--- config.mk ---
export PLATFORM = sky130hd
export DESIGN_NAME = rx_ring_packet_classifier
export DESIGN_NICKNAME = d
export VERILOG_FILES = /design/src/rtl/core/rrpc_pkg.sv /design/src/rtl/core/rrpc_front.sv /design/src/rtl/core/rrpc_queue.sv /design/src/rtl/core/rrpc_back.sv /design/src/rtl/core/rx_ring_packet_classifier.sv
export SDC_FILE = /design/constraint.sdc
export NUM_CORES = 1
export LEC_CHECK = 0
export ABC_AREA = 1
export BUFFER_PORTS_ARGS = -buffer_cell sky130_fd_sc_hd__buf_4
export CORE_UTILIZATION = 33
export DETAILED_ROUTE_END_ITERATION = 8
export GPL_TIMING_DRIVEN = 0
export SYNTH_ARGS = -nofsm -noshare
export SYNTH_HDL_FRONTEND = slang
export SYNTH_SLANG_ARGS = --single-unit
export TNS_END_PERCENT = 20
--- constraint.sdc ---
create_clock -name clk -period 10 [get_ports clk]
set_clock_uncertainty 0.05 [all_clocks]
set_input_delay 1 -clock clk [delete_from_list [all_inputs] [get_ports clk]]
set_output_delay 1 -clock clk [all_outputs]
set_load 0.05 [all_outputs]
--- src/rtl/core/rrpc_pkg.sv ---
// shared types, codes and constants of the receive ring packet classifier
package rrpc_pkg;

	// default ring size in bytes, a power of two
	localparam int unsigned RING_BYTES = 8192;

	// reset value of our own ip address, 10.0.2.15
	localparam logic [31:0] OWN_IP_RESET = 32'h0A00_020F;

	// record queue between parser and output stage
	localparam int unsigned QUEUE_DEPTH = 4;
	localparam int unsigned QUEUE_AW    = 2;
	localparam int unsigned QUEUE_CW    = 3;

	// offset of the next record is reported minus this amount
	localparam logic [15:0] CONSUMER_BIAS = 16'd16;

	// ethernet and protocol codes
	localparam logic [15:0] ETH_TYPE_ARP  = 16'h0806;
	localparam logic [15:0] ETH_TYPE_IPV4 = 16'h0800;
	localparam logic [15:0] ARP_OP_REQ    = 16'd1;
	localparam logic [15:0] ARP_OP_REPLY  = 16'd2;
	localparam logic [7:0]  IP_PROTO_ICMP = 8'h01;
	localparam logic [7:0]  ICMP_ECHO_REPLY = 8'h00;
	localparam logic [7:0]  ICMP_NOT_SEEN = 8'hFF;
	localparam logic [3:0]  IP_MIN_IHL    = 4'd5;

	// result classes
	typedef enum logic [2:0] {
		ACT_STOP      = 3'd0,
		ACT_ARP_REPLY = 3'd1,
		ACT_ARP_REQ   = 3'd2,
		ACT_ECHO      = 3'd3,
		ACT_OTHER     = 3'd4
	} action_t;

	// one classified record handed from parser to output stage
	typedef struct packed {
		action_t     action;
		logic [31:0] peer_ip;
		logic [47:0] peer_mac;
		logic [15:0] frame_length;
	} rec_t;

endpackage

--- src/rtl/core/rrpc_front.sv ---
// byte parser and frame classifier of the receive ring packet classifier
module rrpc_front (
	input  logic               clk,
	input  logic               arst_n,
	input  logic               byte_valid,
	output logic               byte_ready,
	input  logic [7:0]         ring_byte,
	input  logic               cfg_wr_en,
	input  logic [31:0]        cfg_wr_data,
	input  logic               queue_full,
	output logic               rec_push,
	output rrpc_pkg::rec_t     rec
);

	logic [16:0] pos_q, pos_d;
	logic [16:0] last_q, last_d;
	logic        status0_q, status0_d;
	logic [15:0] len_q, len_d;
	logic [15:0] ftype_q, ftype_d;
	logic [15:0] arp_op_q, arp_op_d;
	logic [3:0]  ihl_q, ihl_d;
	logic [7:0]  proto_q, proto_d;
	logic [7:0]  icmp_q, icmp_d;
	logic [47:0] mac_q, mac_d;
	logic [31:0] sip_q, sip_d;
	logic [31:0] aip_q, aip_d;
	logic [31:0] own_ip_q;

	logic        acc;
	logic [16:0] f;
	logic        in_frame;
	logic [7:0]  icmp_off;
	logic [7:0]  icmp_off_d;
	logic        push_stop;
	logic        push_frame;
	logic        is_arp;
	logic        is_ipv4;

	assign byte_ready = !queue_full;
	assign acc        = byte_valid && byte_ready;
	assign f          = pos_q - 17'd4;
	assign in_frame   = (pos_q >= 17'd4) && (f < {1'b0, len_q});
	assign icmp_off   = 8'd14 + {2'b00, ihl_q, 2'b00};

	// next values of the parse state for the accepted byte
	always_comb begin
		pos_d     = pos_q;
		last_d    = last_q;
		status0_d = status0_q;
		len_d     = len_q;
		ftype_d   = ftype_q;
		arp_op_d  = arp_op_q;
		ihl_d     = ihl_q;
		proto_d   = proto_q;
		icmp_d    = icmp_q;
		mac_d     = mac_q;
		sip_d     = sip_q;
		aip_d     = aip_q;
		if (acc) begin
			if (pos_q == 17'd0) begin
				status0_d = ring_byte[0];
				ftype_d   = '0;
				arp_op_d  = '0;
				ihl_d     = '0;
				proto_d   = '0;
				icmp_d    = rrpc_pkg::ICMP_NOT_SEEN;
				mac_d     = '0;
				sip_d     = '0;
				aip_d     = '0;
			end else if (pos_q == 17'd2) begin
				len_d = {8'h00, ring_byte};
			end else if (pos_q == 17'd3) begin
				len_d  = {ring_byte, len_q[7:0]};
				// last byte position of the record: header, frame, rounding up to a four-byte boundary
				last_d = ({1'b0, len_d} + 17'd3) | 17'd3;
			end else if (in_frame) begin
				if (f == 17'd12) begin
					ftype_d = {ring_byte, 8'h00};
				end else if (f == 17'd13) begin
					ftype_d = {ftype_q[15:8], ring_byte};
				end else if (f >= 17'd14) begin
					if (ftype_q == rrpc_pkg::ETH_TYPE_ARP) begin
						if (f == 17'd20) begin
							arp_op_d = {ring_byte, 8'h00};
						end else if (f == 17'd21) begin
							arp_op_d = {arp_op_q[15:8], ring_byte};
						end else if (f >= 17'd22 && f <= 17'd27) begin
							mac_d = {mac_q[39:0], ring_byte};
						end else if (f >= 17'd28 && f <= 17'd31) begin
							sip_d = {sip_q[23:0], ring_byte};
						end else if (f >= 17'd38 && f <= 17'd41) begin
							aip_d = {aip_q[23:0], ring_byte};
						end
					end else if (ftype_q == rrpc_pkg::ETH_TYPE_IPV4) begin
						if (f == 17'd14) begin
							ihl_d = ring_byte[3:0];
						end else if (f == 17'd23) begin
							proto_d = ring_byte;
						end else if (f >= 17'd26 && f <= 17'd29) begin
							sip_d = {sip_q[23:0], ring_byte};
						end
						if (ihl_q >= rrpc_pkg::IP_MIN_IHL && f == {9'd0, icmp_off}) begin
							icmp_d = ring_byte;
						end
					end
				end
			end
		end
	end

	// record end detection
	assign push_stop  = acc && (pos_q == 17'd3) &&
	                    ((len_d == 16'd0) || !status0_q);
	assign push_frame = acc && (pos_q >= 17'd4) && (pos_q == last_q);
	assign rec_push   = push_stop || push_frame;

	// classification from the state including the final byte
	assign icmp_off_d = 8'd14 + {2'b00, ihl_d, 2'b00};
	assign is_arp     = (len_q >= 16'd14) && (ftype_d == rrpc_pkg::ETH_TYPE_ARP);
	assign is_ipv4    = (len_q >= 16'd14) && (ftype_d == rrpc_pkg::ETH_TYPE_IPV4);

	always_comb begin
		rec.action       = rrpc_pkg::ACT_OTHER;
		rec.peer_ip      = '0;
		rec.peer_mac     = '0;
		rec.frame_length = len_d;
		if (push_stop) begin
			rec.action = rrpc_pkg::ACT_STOP;
		end else if (is_arp) begin
			if (len_q >= 16'd32 && arp_op_d == rrpc_pkg::ARP_OP_REPLY) begin
				rec.action   = rrpc_pkg::ACT_ARP_REPLY;
				rec.peer_ip  = sip_d;
				rec.peer_mac = mac_d;
			end else if (len_q >= 16'd42 && arp_op_d == rrpc_pkg::ARP_OP_REQ &&
			             aip_d == own_ip_q) begin
				rec.action   = rrpc_pkg::ACT_ARP_REQ;
				rec.peer_ip  = sip_d;
				rec.peer_mac = mac_d;
			end
		end else if (is_ipv4) begin
			if (len_q >= 16'd30 && ihl_d >= rrpc_pkg::IP_MIN_IHL &&
			    proto_d == rrpc_pkg::IP_PROTO_ICMP &&
			    len_q > {8'h00, icmp_off_d} &&
			    icmp_d == rrpc_pkg::ICMP_ECHO_REPLY) begin
				rec.action  = rrpc_pkg::ACT_ECHO;
				rec.peer_ip = sip_d;
			end
		end
	end

	// control state and configuration register
	always_ff @(posedge clk or negedge arst_n) begin
		if (!arst_n) begin
			pos_q    <= '0;
			own_ip_q <= rrpc_pkg::OWN_IP_RESET;
		end else begin
			if (cfg_wr_en) begin
				own_ip_q <= cfg_wr_data;
			end
			if (acc) begin
				pos_q <= rec_push ? 17'd0 : pos_q + 17'd1;
			end
		end
	end

	// frame fields, cleared at the first header byte of every record
	always_ff @(posedge clk) begin
		last_q    <= last_d;
		status0_q <= status0_d;
		len_q     <= len_d;
		ftype_q   <= ftype_d;
		arp_op_q  <= arp_op_d;
		ihl_q     <= ihl_d;
		proto_q   <= proto_d;
		icmp_q    <= icmp_d;
		mac_q     <= mac_d;
		sip_q     <= sip_d;
		aip_q     <= aip_d;
	end

endmodule

--- src/rtl/core/rrpc_queue.sv ---
// short record queue between parser and output stage
module rrpc_queue (
	input  logic           clk,
	input  logic           arst_n,
	input  logic           push,
	input  rrpc_pkg::rec_t push_rec,
	output logic           full,
	output logic           valid,
	input  logic           pop,
	output rrpc_pkg::rec_t head_rec
);

	logic [rrpc_pkg::QUEUE_AW-1:0] wr_ptr_q;
	logic [rrpc_pkg::QUEUE_AW-1:0] rd_ptr_q;
	logic [rrpc_pkg::QUEUE_CW-1:0] count_q;
	rrpc_pkg::rec_t                mem_q [rrpc_pkg::QUEUE_DEPTH];

	assign full     = count_q == rrpc_pkg::QUEUE_CW'(rrpc_pkg::QUEUE_DEPTH);
	assign valid    = count_q != '0;
	assign head_rec = mem_q[rd_ptr_q];

	// pointers and fill count
	always_ff @(posedge clk or negedge arst_n) begin
		if (!arst_n) begin
			wr_ptr_q <= '0;
			rd_ptr_q <= '0;
			count_q  <= '0;
		end else begin
			if (push) begin
				wr_ptr_q <= wr_ptr_q + 1'b1;
			end
			if (pop) begin
				rd_ptr_q <= rd_ptr_q + 1'b1;
			end
			case ({push, pop})
				2'b10:   count_q <= count_q + 1'b1;
				2'b01:   count_q <= count_q - 1'b1;
				default: count_q <= count_q;
			endcase
		end
	end

	// entry storage
	always_ff @(posedge clk) begin
		if (push) begin
			mem_q[wr_ptr_q] <= push_rec;
		end
	end

endmodule

--- src/rtl/core/rrpc_back.sv ---
// output stage: ring offset tracking and result register
module rrpc_back #(
	parameter int unsigned OFS_W = 13
) (
	input  logic               clk,
	input  logic               arst_n,
	input  logic               rec_valid,
	output logic               rec_pop,
	input  rrpc_pkg::rec_t     rec,
	output logic               out_valid,
	input  logic               out_ready,
	output rrpc_pkg::rec_t     out_rec,
	output logic [OFS_W-1:0]   out_next,
	output logic [15:0]        out_cp
);

	logic [OFS_W-1:0] rp_q;
	logic [OFS_W-1:0] sum;
	logic [OFS_W-1:0] next;
	logic             out_valid_q;
	rrpc_pkg::rec_t   out_rec_q;
	logic [OFS_W-1:0] out_next_q;
	logic [15:0]      out_cp_q;

	assign rec_pop = rec_valid && (!out_valid_q || out_ready);

	// next record offset, aligned and wrapped to the ring size
	assign sum  = rp_q + rec.frame_length[OFS_W-1:0] + OFS_W'(7);
	assign next = (rec.action == rrpc_pkg::ACT_STOP) ? rp_q : {sum[OFS_W-1:2], 2'b00};

	// control state
	always_ff @(posedge clk or negedge arst_n) begin
		if (!arst_n) begin
			rp_q        <= '0;
			out_valid_q <= 1'b0;
		end else begin
			if (rec_pop) begin
				rp_q        <= next;
				out_valid_q <= 1'b1;
			end else if (out_ready) begin
				out_valid_q <= 1'b0;
			end
		end
	end

	// result payload
	always_ff @(posedge clk) begin
		if (rec_pop) begin
			out_rec_q  <= rec;
			out_next_q <= next;
			out_cp_q   <= 16'(next) - rrpc_pkg::CONSUMER_BIAS;
		end
	end

	assign out_valid = out_valid_q;
	assign out_rec   = out_rec_q;
	assign out_next  = out_next_q;
	assign out_cp    = out_cp_q;

endmodule

--- src/rtl/core/rx_ring_packet_classifier.sv ---
// top level of the receive ring packet classifier
//
// Takes receive ring bytes in ring order on s_axis, one byte per item, and
// gives one result item on m_axis per record: the class of the frame, the
// peer address, the frame length and the next read offsets. A record whose
// header has length zero or status bit 0 clear gives a stop result right
// after its fourth byte and the read offset stays where it was.
// Throughput: one byte per cycle, sustained as long as m_axis drains; a
// result costs at least four bytes, so the output side never limits it.
// The queue takes a record when its last byte is accepted, and the output
// register loads it from there once that register is free; m_axis_tvalid
// is driven by the output register.
// A four-entry record queue sits between the byte parser and the output
// register; s_axis_tready drops only when that queue is full, so a stalled
// receiver holds back input once four records wait behind the one held in
// the output register.
// Reset clears the parse position, the read offset, the queue and the
// output valid, and loads our ip address with 10.0.2.15. cfg_wr_en writes
// our ip address (big-endian); write it only while idle.
// RING_BYTES must be a power of two.
module rx_ring_packet_classifier #(
	parameter int unsigned RING_BYTES = rrpc_pkg::RING_BYTES,
	localparam int unsigned OFS_W = $clog2(RING_BYTES),
	localparam int unsigned TDATA_W = ((115 + OFS_W + 7) / 8) * 8
) (
	input  logic               clk,
	input  logic               arst_n,
	input  logic               s_axis_tvalid,
	output logic               s_axis_tready,
	input  logic [7:0]         s_axis_tdata,  // ring_byte
	output logic               m_axis_tvalid,
	input  logic               m_axis_tready,
	// action, peer_ip, peer_mac, frame_length, next_read_offset, consumer_pointer
	output logic [TDATA_W-1:0] m_axis_tdata,
	input  logic               cfg_wr_en,
	input  logic [31:0]        cfg_wr_data
);

	logic           q_full;
	logic           q_valid;
	logic           q_pop;
	logic           rec_push;
	rrpc_pkg::rec_t front_rec;
	rrpc_pkg::rec_t head_rec;
	rrpc_pkg::rec_t out_rec;
	logic [OFS_W-1:0] out_next;
	logic [15:0]    out_cp;

	// byte parser and classifier
	rrpc_front u_front (
		.clk         (clk),
		.arst_n      (arst_n),
		.byte_valid  (s_axis_tvalid),
		.byte_ready  (s_axis_tready),
		.ring_byte   (s_axis_tdata),
		.cfg_wr_en   (cfg_wr_en),
		.cfg_wr_data (cfg_wr_data),
		.queue_full  (q_full),
		.rec_push    (rec_push),
		.rec         (front_rec)
	);

	// record queue
	rrpc_queue u_queue (
		.clk      (clk),
		.arst_n   (arst_n),
		.push     (rec_push),
		.push_rec (front_rec),
		.full     (q_full),
		.valid    (q_valid),
		.pop      (q_pop),
		.head_rec (head_rec)
	);

	// offset tracking and output register
	rrpc_back #(
		.OFS_W (OFS_W)
	) u_back (
		.clk       (clk),
		.arst_n    (arst_n),
		.rec_valid (q_valid),
		.rec_pop   (q_pop),
		.rec       (head_rec),
		.out_valid (m_axis_tvalid),
		.out_ready (m_axis_tready),
		.out_rec   (out_rec),
		.out_next  (out_next),
		.out_cp    (out_cp)
	);

	// result packing, first field in the lowest bits
	assign m_axis_tdata = TDATA_W'({out_cp, out_next, out_rec.frame_length,
	                                out_rec.peer_mac, out_rec.peer_ip, out_rec.action});

`ifndef SYNTHESIS
	// no record is pushed into a full queue
	assert property (@(posedge clk) disable iff (!arst_n) !(rec_push && q_full))
		else $error("record pushed into full queue");

	// every reported offset is word aligned
	assert property (@(posedge clk) disable iff (!arst_n)
		m_axis_tvalid |-> (out_next[1:0] == 2'b00))
		else $error("next read offset not aligned");

	// consumer pointer tracks the next offset
	assert property (@(posedge clk) disable iff (!arst_n)
		m_axis_tvalid |-> (out_cp == 16'(out_next) - rrpc_pkg::CONSUMER_BIAS))
		else $error("consumer pointer mismatch");

	// peer fields are zero for stop and other results
	assert property (@(posedge clk) disable iff (!arst_n)
		(m_axis_tvalid && (out_rec.action == rrpc_pkg::ACT_STOP ||
		                   out_rec.action == rrpc_pkg::ACT_OTHER))
		|-> (out_rec.peer_ip == '0 && out_rec.peer_mac == '0))
		else $error("peer fields set on unclassified result");
`endif

endmodule
-- Word level (Yosys, flattened, before mapping)
Memory sizes are Yosys's and may differ from the RTL's.
Cells that the tools add are included.
Widths: inputs -> output; s select.
- register bits: 394
- bits in writable memories: 396
- bits of input ports: 45
- output and inout bits: 130
- logic and storage cells: 228
- memories kept: 1
- memories (name ; depth ; bits a word ; read ports ; clocked after memory_dff ; wr ports ; RTL line ; source):
    u_queue.mem_q ; 4 ; 99 ; 1 ; 0 ; 1 ; rrpc_queue.sv:16 ; rrpc_pkg::rec_t mem_q [rrpc_pkg::QUEUE_DEPTH];
- $add $sub $neg: 12
- order comparisons: 18
- equal/unequal tests: 21
- multiplexer cells: 114
- bitwise operators: 2
- reduce and logical (&&, ||, !) cells: 36
- operators with widths (operator ; number):
    $mux 32 ; 31
    $mux 48 ; 13
    $mux 16 ; 20
    $mux 8 ; 25
    $mux 83 ; 2
    $mux 35 ; 3
    $mux 80 ; 1
    $eq 16x12->1 const B ; 4
    $eq 17x4->1 const B ; 3
    $eq 17x5->1 const B ; 3
    $ge 17x5->1 const B ; 3
    $le 17x5->1 const B ; 3
    $mux 4 ; 11
    $eq 17x2->1 const B ; 2
    $eq 32x32->1 ; 1
    $ge 16x6->1 const B ; 2
    $logic_and 1x1->1 ; 21
    $add 16x2->17 const B ; 1
    $add 17x1->17 const B ; 1
    $eq 17x17->1 ; 1
    $eq 17x8->1 ; 1
    $ge 17x3->1 const B ; 1
    $ge 17x4->1 const B ; 1
    $ge 17x6->1 const B ; 1
    36 further kinds ; 48

-- Depth between registers and ports, before layout
Gate-level depths: netlist (run 1).
- word-level depth: 23
- mapped depth: 42
- mapped depth without buffers: 41

-- By module
Synthesis (run 1) repeated with hierarchy kept, for this count alone.
- cells, all modules: 3974
- area total of the unflattened synthesis: 36757.8 um2
- by module, submodules not included (module ; times used ; cells an instance ; area an instance (um2) ; seq. area each (um2)):
    rrpc_queue ; 1 ; 1400 ; 16415.7 ; 12066.6
    rrpc_front ; 1 ; 2164 ; 14797.9 ; 5318.9
    rrpc_back ; 1 ; 410 ; 5544.1 ; 4013.8

-- Worst setup path after synthesis (run 1)
OpenSTA, ideal clock, no wires.
- path type: input-to-reg
- from: input port m_axis_tready
- to: register u_queue.count_q[2] (netlist name)
- library setup time: 0.131 ns
- arrival time: 9.001 ns
- data required time: 9.819 ns
- path slack: 0.818 ns
- stages: 8
- buffers on the path: 0
- path through: nor2_1 a31oi_1 ha_1 inv_1 fa_1 a21oi_1 o21ai_0 xor2_1
- cells in the longest elaborated chain, start to end: 4
- elaborated cells between the ends (all ways): 6
- those cells by class: 2 x eq/ne; 1 x mux; 3 x reduce/logical
- RTL lines (element ; RTL line ; source):
    start: declaration ; rx_ring_packet_classifier.sv:32 ; input logic m_axis_tready,
    $logic_or 1x1->1 (*) ; rrpc_back.sv:25 ; assign rec_pop = rec_valid && (!out_valid_q || out_ready);
    $logic_and 1x1->1 (*) ; rrpc_back.sv:25 ;
    named net q_pop ; rx_ring_packet_classifier.sv:41 ; logic q_pop;
    $eq 2x1->1 or $eq 2x2->1 (tied branches) ; rrpc_queue.sv:35 ; case ({push, pop})
    $pmux 3 s2 or $reduce_bool 2->1 (tied branches) ; n/a ;
    end signal: assignment ; rrpc_queue.sv:36 ; 2'b10: count_q <= count_q + 1'b1;
    end signal: assignment ; rrpc_queue.sv:37 ; 2'b01: count_q <= count_q - 1'b1;
    end signal: assignment ; rrpc_queue.sv:38 ; default: count_q <= count_q;
    end: declaration ; rrpc_queue.sv:15 ; logic [rrpc_pkg::QUEUE_CW-1:0] count_q;
The timed path passes the listed nets; every way through them passes the cells marked *.
A chain may end at the register's enable or synchronous reset.

==> results of run 1 <==
## stage by stage
step | setup WS, ns | area, sq um
finish | 2.64 | 40900
global route | 1.99 | 40900
CTS | 2.66 | 40900
detailed placement | 2.69 | 38200
global placement | -3.78 | 37700
floorplan | 0.818 | 34600
## routing by layer
layer	vias up	share of wire (%)	GRT usage, %
met5	-	0.056	0
met4	6	2.6	5.24
met3	140	5.5	2.72
met2	721	47	28.3
met1	12226	45	23.0
li1	12497	-	-
## cell usage after synthesis, drive strengths merged (5+ instances only)
library cell    n  area [sq um]
dfxtp         180          3600
dfrtp          63          1580
nor2          422          1770
nand4          20           131
buf            46           304
nand3         166           873
xnor2           9          78.8
o22ai         114           713
o211ai         80           611
inv           400          1500
nand2         550          2120
edfxtp        534         16000
nor4           14          87.6
clkinv          5          18.8
o21ai         459          2310
clkbuf        133           500
ha             60           751
nand3b          6          61.3
xor2           43           403
dfstp           7           184
nor3           28           145
a21oi         124           632
## power by group through the flow
stage	sequential, mW	clock (mW)	combinational [mW]
after CTS	4.40	3.11	4.92
final	4.39	3.05	4.86
after detailed placement	4.46	0	4.91
after floorplan	5.35	0	2.46
after global routing	4.44	3.23	5.35
after global placement	4.55	0	4.81
## worst max-delay path by stage
stage | from | end | slack, ns | depth (start not counted)
floorplan | m_axis_tready | u_queue.count_q[2] | 0.82 | 8
global placement | s_axis_tvalid | u_queue.mem_q[0][78] | -3.78 | 14
detailed placement | u_front.pos_d[2] | u_queue.mem_q[1][96] | 2.69 | 41
CTS | u_front.pos_d[2] | u_queue.mem_q[1][96] | 2.66 | 39
global route | u_front.pos_d[3] | u_queue.mem_q[1][96] | 1.99 | 41
finish | u_front.pos_d[2] | u_queue.mem_q[1][96] | 2.64 | 39
## cell families (layout without fill, tap and decap cells)
logic type | Yosys count | after routing | synth area share, %
simple gates | 1211 | 1211 | 15.1
compound gates | 796 | 796 | 12.8
xor+xnor | 52 | 52 | 1.39
other cells | 0 | 1 | 0
buf+inv | 584 | 932 | 6.71
fa+ha+maj | 62 | 62 | 2.28
flops | 784 | 784 | 61.8
## flip-flops by register name, summed over array words and instances (netlist names), 3 cells and up
| register | cells |
|---|---|
| u_queue.mem_q | 396 |
| u_back.out_rec | 99 |
| u_front.mac_q | 48 |
| u_front.aip_q | 32 |
| u_front.own_ip_q | 32 |
| u_front.sip_q | 32 |
| u_front.pos_d | 17 |
| u_front.arp_op_q | 16 |
| u_front.ftype_q | 16 |
| u_front.len_q | 16 |
| u_front.last_q | 15 |
| u_back.out_cp | 14 |
| u_back.rp_q | 13 |
| u_back.out_next | 9 |
| u_front.icmp_q | 8 |
| u_front.proto_q | 8 |
| u_front.ihl_q | 4 |
| u_queue.count_q | 3 |
## area by class of cell
type	count	area [sq um]
Tap cell	1380	1730
Inverter	405	1520
Antenna cell	1	2.50
Clock buffer	107	2280
Sequential cell	784	21400
Timing Repair Buffer	192	1750
Multi-Input combinational cell	2121	11000
Fill cell	10136	62900
Buffer	179	805
Clock inverter	49	422
## worst reg2reg max path, delay by kind of cell, from the launching register on
kind / cells / cell delay (ns)
buffers and inverters: 7 / 1.07
xor gates and xnor gates: 1 / 0.16
adders and majority gates: 4 / 1.10
AOI/OAI and AO/OA: 8 / 1.51
and+or+nand+nor: 19 / 2.68
DFF: 1 / 0.50
==> impl_metrics.env, run 1 <==
export IMPL_power_density_nw_per_um2=301
export IMPL_die_area_sq_um=106000
export IMPL_critical_path_class="register to register"
export IMPL_area_growth_synth_to_final_pct=18.0
export IMPL_yosysWarnings=0
export IMPL_worst_slew_pin_slew_ns=1.05
export IMPL_synth_avg_cell_area_sq_um=9.93
export IMPL_clockBufferDepth=3
export IMPL_grt_max_degree=71
export IMPL_synth_seq_cells=784
export IMPL_ir_drop_uv=228
export IMPL_cts_resized=0
export IMPL_status="completed"
export IMPL_r2r_start="u_front.pos_d[2]"
export IMPL_power_frac_comb_pct=39.5
export IMPL_clock_fmax_ghz=0.136
export IMPL_gp_congestion=0.890
export IMPL_clkPwrFrac_pct=24.8
export IMPL_worst_setup_path_start_kind="register"
export IMPL_max_cap_violations=0
export IMPL_critPathSlowestCell="a21oi_1"
export IMPL_final_common_cell="nand2_1"
export IMPL_power_frac_seq_pct=35.7
export IMPL_h_tree_depth=3
export IMPL_async_flop_share_pct=8.93
export IMPL_slew_viol_final=0
export IMPL_dr_pass1_iters=6
export IMPL_period_share_pct=73.6
export IMPL_p_switching_mw=5.00
export IMPL_numCtsBuffers=85
export IMPL_rrSetupSlack_ns=2.64
export IMPL_whs_ns=0.425
export IMPL_synth_edff_count=534
export IMPL_post_cts_setup_buffer_count=0
export IMPL_fin_nets=3875
export IMPL_path_buf_inv=7
export IMPL_crit_family="simple AND/OR/NAND/NOR gates"
export IMPL_worst_setup_path_end_kind="register"
export IMPL_required_ns=10.31
export IMPL_ios=175
export IMPL_placed_cells=5061
export IMPL_grtUsageTotal_pct=17.1
export IMPL_slew_headroom_pct=29.9
export IMPL_cts_hold_fix_buffers=0
export IMPL_synth_seq_area_share_pct=61.8
export IMPL_hpwl_um=65500
export IMPL_setup_viol=0
export IMPL_drc_errors=0
export IMPL_hp_class="register to register"
export IMPL_hold_start="u_queue.count_q[0]"
export IMPL_holdPathStages=1
export IMPL_hold_violations=0
export IMPL_synth_area_sq_um=34600
export IMPL_coreArea_sq_um=104000
export IMPL_row_count=118
export IMPL_p_int_mw=7.30
export IMPL_die_w_um=326
export IMPL_drt_wl_total_um=92800
export IMPL_num_vias=25590
export IMPL_synth_fp_nets=3596
export IMPL_root_buffer="clkbuf_16"
export IMPL_total_power_mw=12.3
export IMPL_clk_latency_ns=0.66
export IMPL_wire_per_inst_um=17.8
export IMPL_start_util_pct=33.4
export IMPL_path_common_cell="nand2_1"
export IMPL_clkSinkCount=784
export IMPL_chipHeight_um=326
export IMPL_period_needed_ns=7.36
export IMPL_drt_iter0_markers=2111
export IMPL_r2r_end="u_queue.mem_q[1][96]"
export IMPL_grt_pass1_wl_um=142000
export IMPL_netlist_cell_type_count=63
export IMPL_rr_worst_depth=39
export IMPL_rsz0062_at_grt="no"
export IMPL_layout_common_cells="nand2_1 (537), edfxtp_1 (534), o21ai_0 (431), inv_1 (392), nor2_1 (375)"
export IMPL_layout_cells_non_filler=5218
export IMPL_swShare_pct=40.7
export IMPL_clkTransAtPathRegs_ns=0.06
export IMPL_leakagePower_nw=16.7
export IMPL_grt_overflow=0
export IMPL_synth_main_ff_cell="edfxtp_1"
export IMPL_grt_pass1_vias=24361
export IMPL_antenna_found_initial=5
export IMPL_final_util_pct=39.4
export IMPL_ant_nets=0
export IMPL_vias_per_cell=4.90
export IMPL_syn_inst=3489
export IMPL_io_buffers=171
export IMPL_tritoncts="done"
export IMPL_path_max_fanout=12
export IMPL_critPathArrivalTime_ns=7.67
export IMPL_setup_tns_ns=0
export IMPL_crit_path_max_incr_delay_ns=0.52
export IMPL_drive_above_1_share_pct=11.7
export IMPL_min_to="u_queue.count_q[0]"
Note: power is estimated with default switching activity, not from simulation.
==> inputs of run 2 (changes only) <==
==> constraint.sdc (replaced) <==
create_clock -name clk -period 7.1 [get_ports clk]
set_clock_uncertainty 0.05 [all_clocks]
set_input_delay 0.71 -clock clk [delete_from_list [all_inputs] [get_ports clk]]
set_output_delay 0.71 -clock clk [all_outputs]
set_load 0.05 [all_outputs]
==> impl_metrics.env, run 2 (synthesized netlist as in run 1, its figures left out) <==
export IMPL_cts_hold_fix_buffers=0
export IMPL_ios=175
export IMPL_ant_nets=0
export IMPL_tritoncts="done"
export IMPL_hold_violations=0
export IMPL_worst_setup_path_end_kind="register"
export IMPL_clk_latency_ns=0.68
export IMPL_grt_overflow=0
export IMPL_period_share_pct=92.8
export IMPL_crit_path_max_incr_delay_ns=0.60
export IMPL_r2r_end="u_queue.mem_q[2][77]"
export IMPL_slew_headroom_pct=26.8
export IMPL_vias_per_cell=4.91
export IMPL_seq_area_sq_um=21400
export IMPL_cp_endpoint="u_queue.mem_q[2][77]"
export IMPL_path_max_fanout=27
export IMPL_gp_congestion=0.877
export IMPL_multi_input_area_sq_um=11200
export IMPL_worst_setup_path_start_kind="register"
export IMPL_critPathArrivalTime_ns=6.92
export IMPL_clkTransAtPathRegs_ns=0.06
export IMPL_wire_per_inst_um=18.0
export IMPL_grtUsageTotal_pct=17.3
export IMPL_hpwl_um=65800
export IMPL_chipHeight_um=326
export IMPL_num_vias=25669
export IMPL_placed_cells=5060
export IMPL_setup_viol=0
export IMPL_drive_above_1_share_pct=13.2
export IMPL_grt_pass1_vias=24436
export IMPL_whs_ns=0.130
export IMPL_slew_viol_final=0
export IMPL_leakagePower_nw=16.8
export IMPL_io_buffers=171
export IMPL_start_util_pct=33.4
export IMPL_r2r_start="u_front.pos_d[1]"
export IMPL_worstPathCellList="inv_1 -> ha_1 -> nand2_1 -> inv_1 -> nand3_1 -> nand2_1 -> clkbuf_1 -> nor2_1 -> nand2_1 -> o22ai_1 -> nor4_1 -> nand4_1 -> nand2_1 -> nand3_1 -> nand2_1 -> clkinvlp_4 -> nor2_4 -> buf_12 -> buf_12 -> buf_16"
export IMPL_hp_class="input port to async pin"
export IMPL_dp_slack_ns=-0.207
export IMPL_top_register="u_queue.mem_q"
export IMPL_grt_pass1_wl_um=143000
export IMPL_clock_fmax_ghz=0.152
export IMPL_fillCellCount=10127
export IMPL_layout_common_cells="nand2_1 (535), edfxtp_1 (534), o21ai_0 (429), inv_1 (391), nor2_1 (373)"
export IMPL_row_count=118
export IMPL_final_common_cell="nand2_1"
export IMPL_antenna_found_initial=9
export IMPL_placed_area_sq_um=38100
export IMPL_grt_max_degree=71
export IMPL_path_buf_inv=7
export IMPL_max_cap_violations=0
export IMPL_cp_num_cells=20
export IMPL_drt_wl_total_um=94300
export IMPL_fin_area_sq_um=41300
export IMPL_die_w_um=326
export IMPL_worst_slew_pin_slew_ns=1.10
export IMPL_layout_cells_non_filler=5227
export IMPL_crit_family="simple AND/OR/NAND/NOR gates"
export IMPL_area_growth_synth_to_final_pct=19.3
export IMPL_total_power_mw=17.7
export IMPL_ir_drop_uv=381
export IMPL_largest_register_ffs=396
export IMPL_status="completed"
export IMPL_final_util_pct=39.8
export IMPL_rr_worst_depth=20
export IMPL_clockBufferDepth=3
export IMPL_startpoint="u_front.pos_d[1]"
export IMPL_dr_pass1_iters=6
export IMPL_setup_tns_ns=0
export IMPL_clkSinkCount=784
export IMPL_critical_path_class="register to register"
export IMPL_numCtsBuffers=87
export IMPL_critPathSlowestCell="nand2_1"
export IMPL_root_buffer="clkbuf_16"
export IMPL_fin_nets=3882
export IMPL_rrSetupSlack_ns=0.51
export IMPL_layout_setup_ws_ns=0.509
export IMPL_drc_errors=0
export IMPL_drt_iter0_markers=2033
export IMPL_h_tree_depth=3
export IMPL_power_density_nw_per_um2=429
export IMPL_period_needed_ns=6.59
export IMPL_required_ns=7.43
export IMPL_path_common_cell="nand2_1"
export IMPL_coreArea_sq_um=104000
export IMPL_die_area_sq_um=106000
-- run 2: power by group --
part,switching (mW),internal [mW]
Combinational,4.91,2.01
Sequential,0.340,5.85
Clock,1.93,2.68
-- run 2: worst min path at each step --
stage,startpoint,endpoint,slack [ns],cells past startpoint
4_1_cts,cfg_wr_data[24],u_front.own_ip_q[24],0.15,3
3_3_place_gp,u_front.arp_op_q[4],u_front.arp_op_q[4],0.41,2
6_report,arst_n,u_front.own_ip_q[24],0.13,1
5_1_grt,cfg_wr_data[17],u_front.own_ip_q[17],0.18,3
3_5_place_dp,u_front.arp_op_q[4],u_front.arp_op_q[4],0.41,2
2_1_floorplan,arst_n,u_back.out_valid,0.36,0
-- run 2: cell type report --
type / instances / area share [%]
Sequential cell: 784 / 51.8
Multi-Input combinational cell: 2122 / 27.1
Clock buffer: 109 / 5.61
Timing Repair Buffer: 196 / 4.20
Tap cell: 1380 / 4.18
Inverter: 405 / 3.69
Buffer: 179 / 1.96
Clock inverter: 49 / 1.47
Antenna cell: 3 / 0.0182
-- run 2: worst register-to-register path: stages, from the launching register on --
cell and delay (ns):
dfrtp_1 0.45, inv_1 0.24, ha_1 0.25, nand2_1 0.09
inv_1 0.08, nand3_1 0.13, nand2_1 0.12, clkbuf_1 0.55
nor2_1 0.16, nand2_1 0.35, o22ai_1 0.29, nor4_1 0.39
nand4_1 0.28, nand2_1 0.12, nand3_1 0.42, nand2_1 0.60
clkinvlp_4 0.50, nor2_4 0.48, buf_12 0.28, buf_12 0.25
buf_16 0.21
-- run 2: what timing repair did --
item                                    in CTS  in global routing
pin swaps                                    0                  5
endpoints found under the setup margin      69                289
gates resized for setup                      7                 52
buffers inserted                             0                  5
hold endpoints to repair                     0                  0
gates cloned                                 0                  1
-- run 2: routing by layer --
layer  vias up  track usage (%)  share of wire [%]
met5         -                0              0.041
met4         6             4.98                2.4
met3       147             2.67                5.8
met2       715             28.8                 47
met1     12299             23.1                 45
li1      12502                -                  -
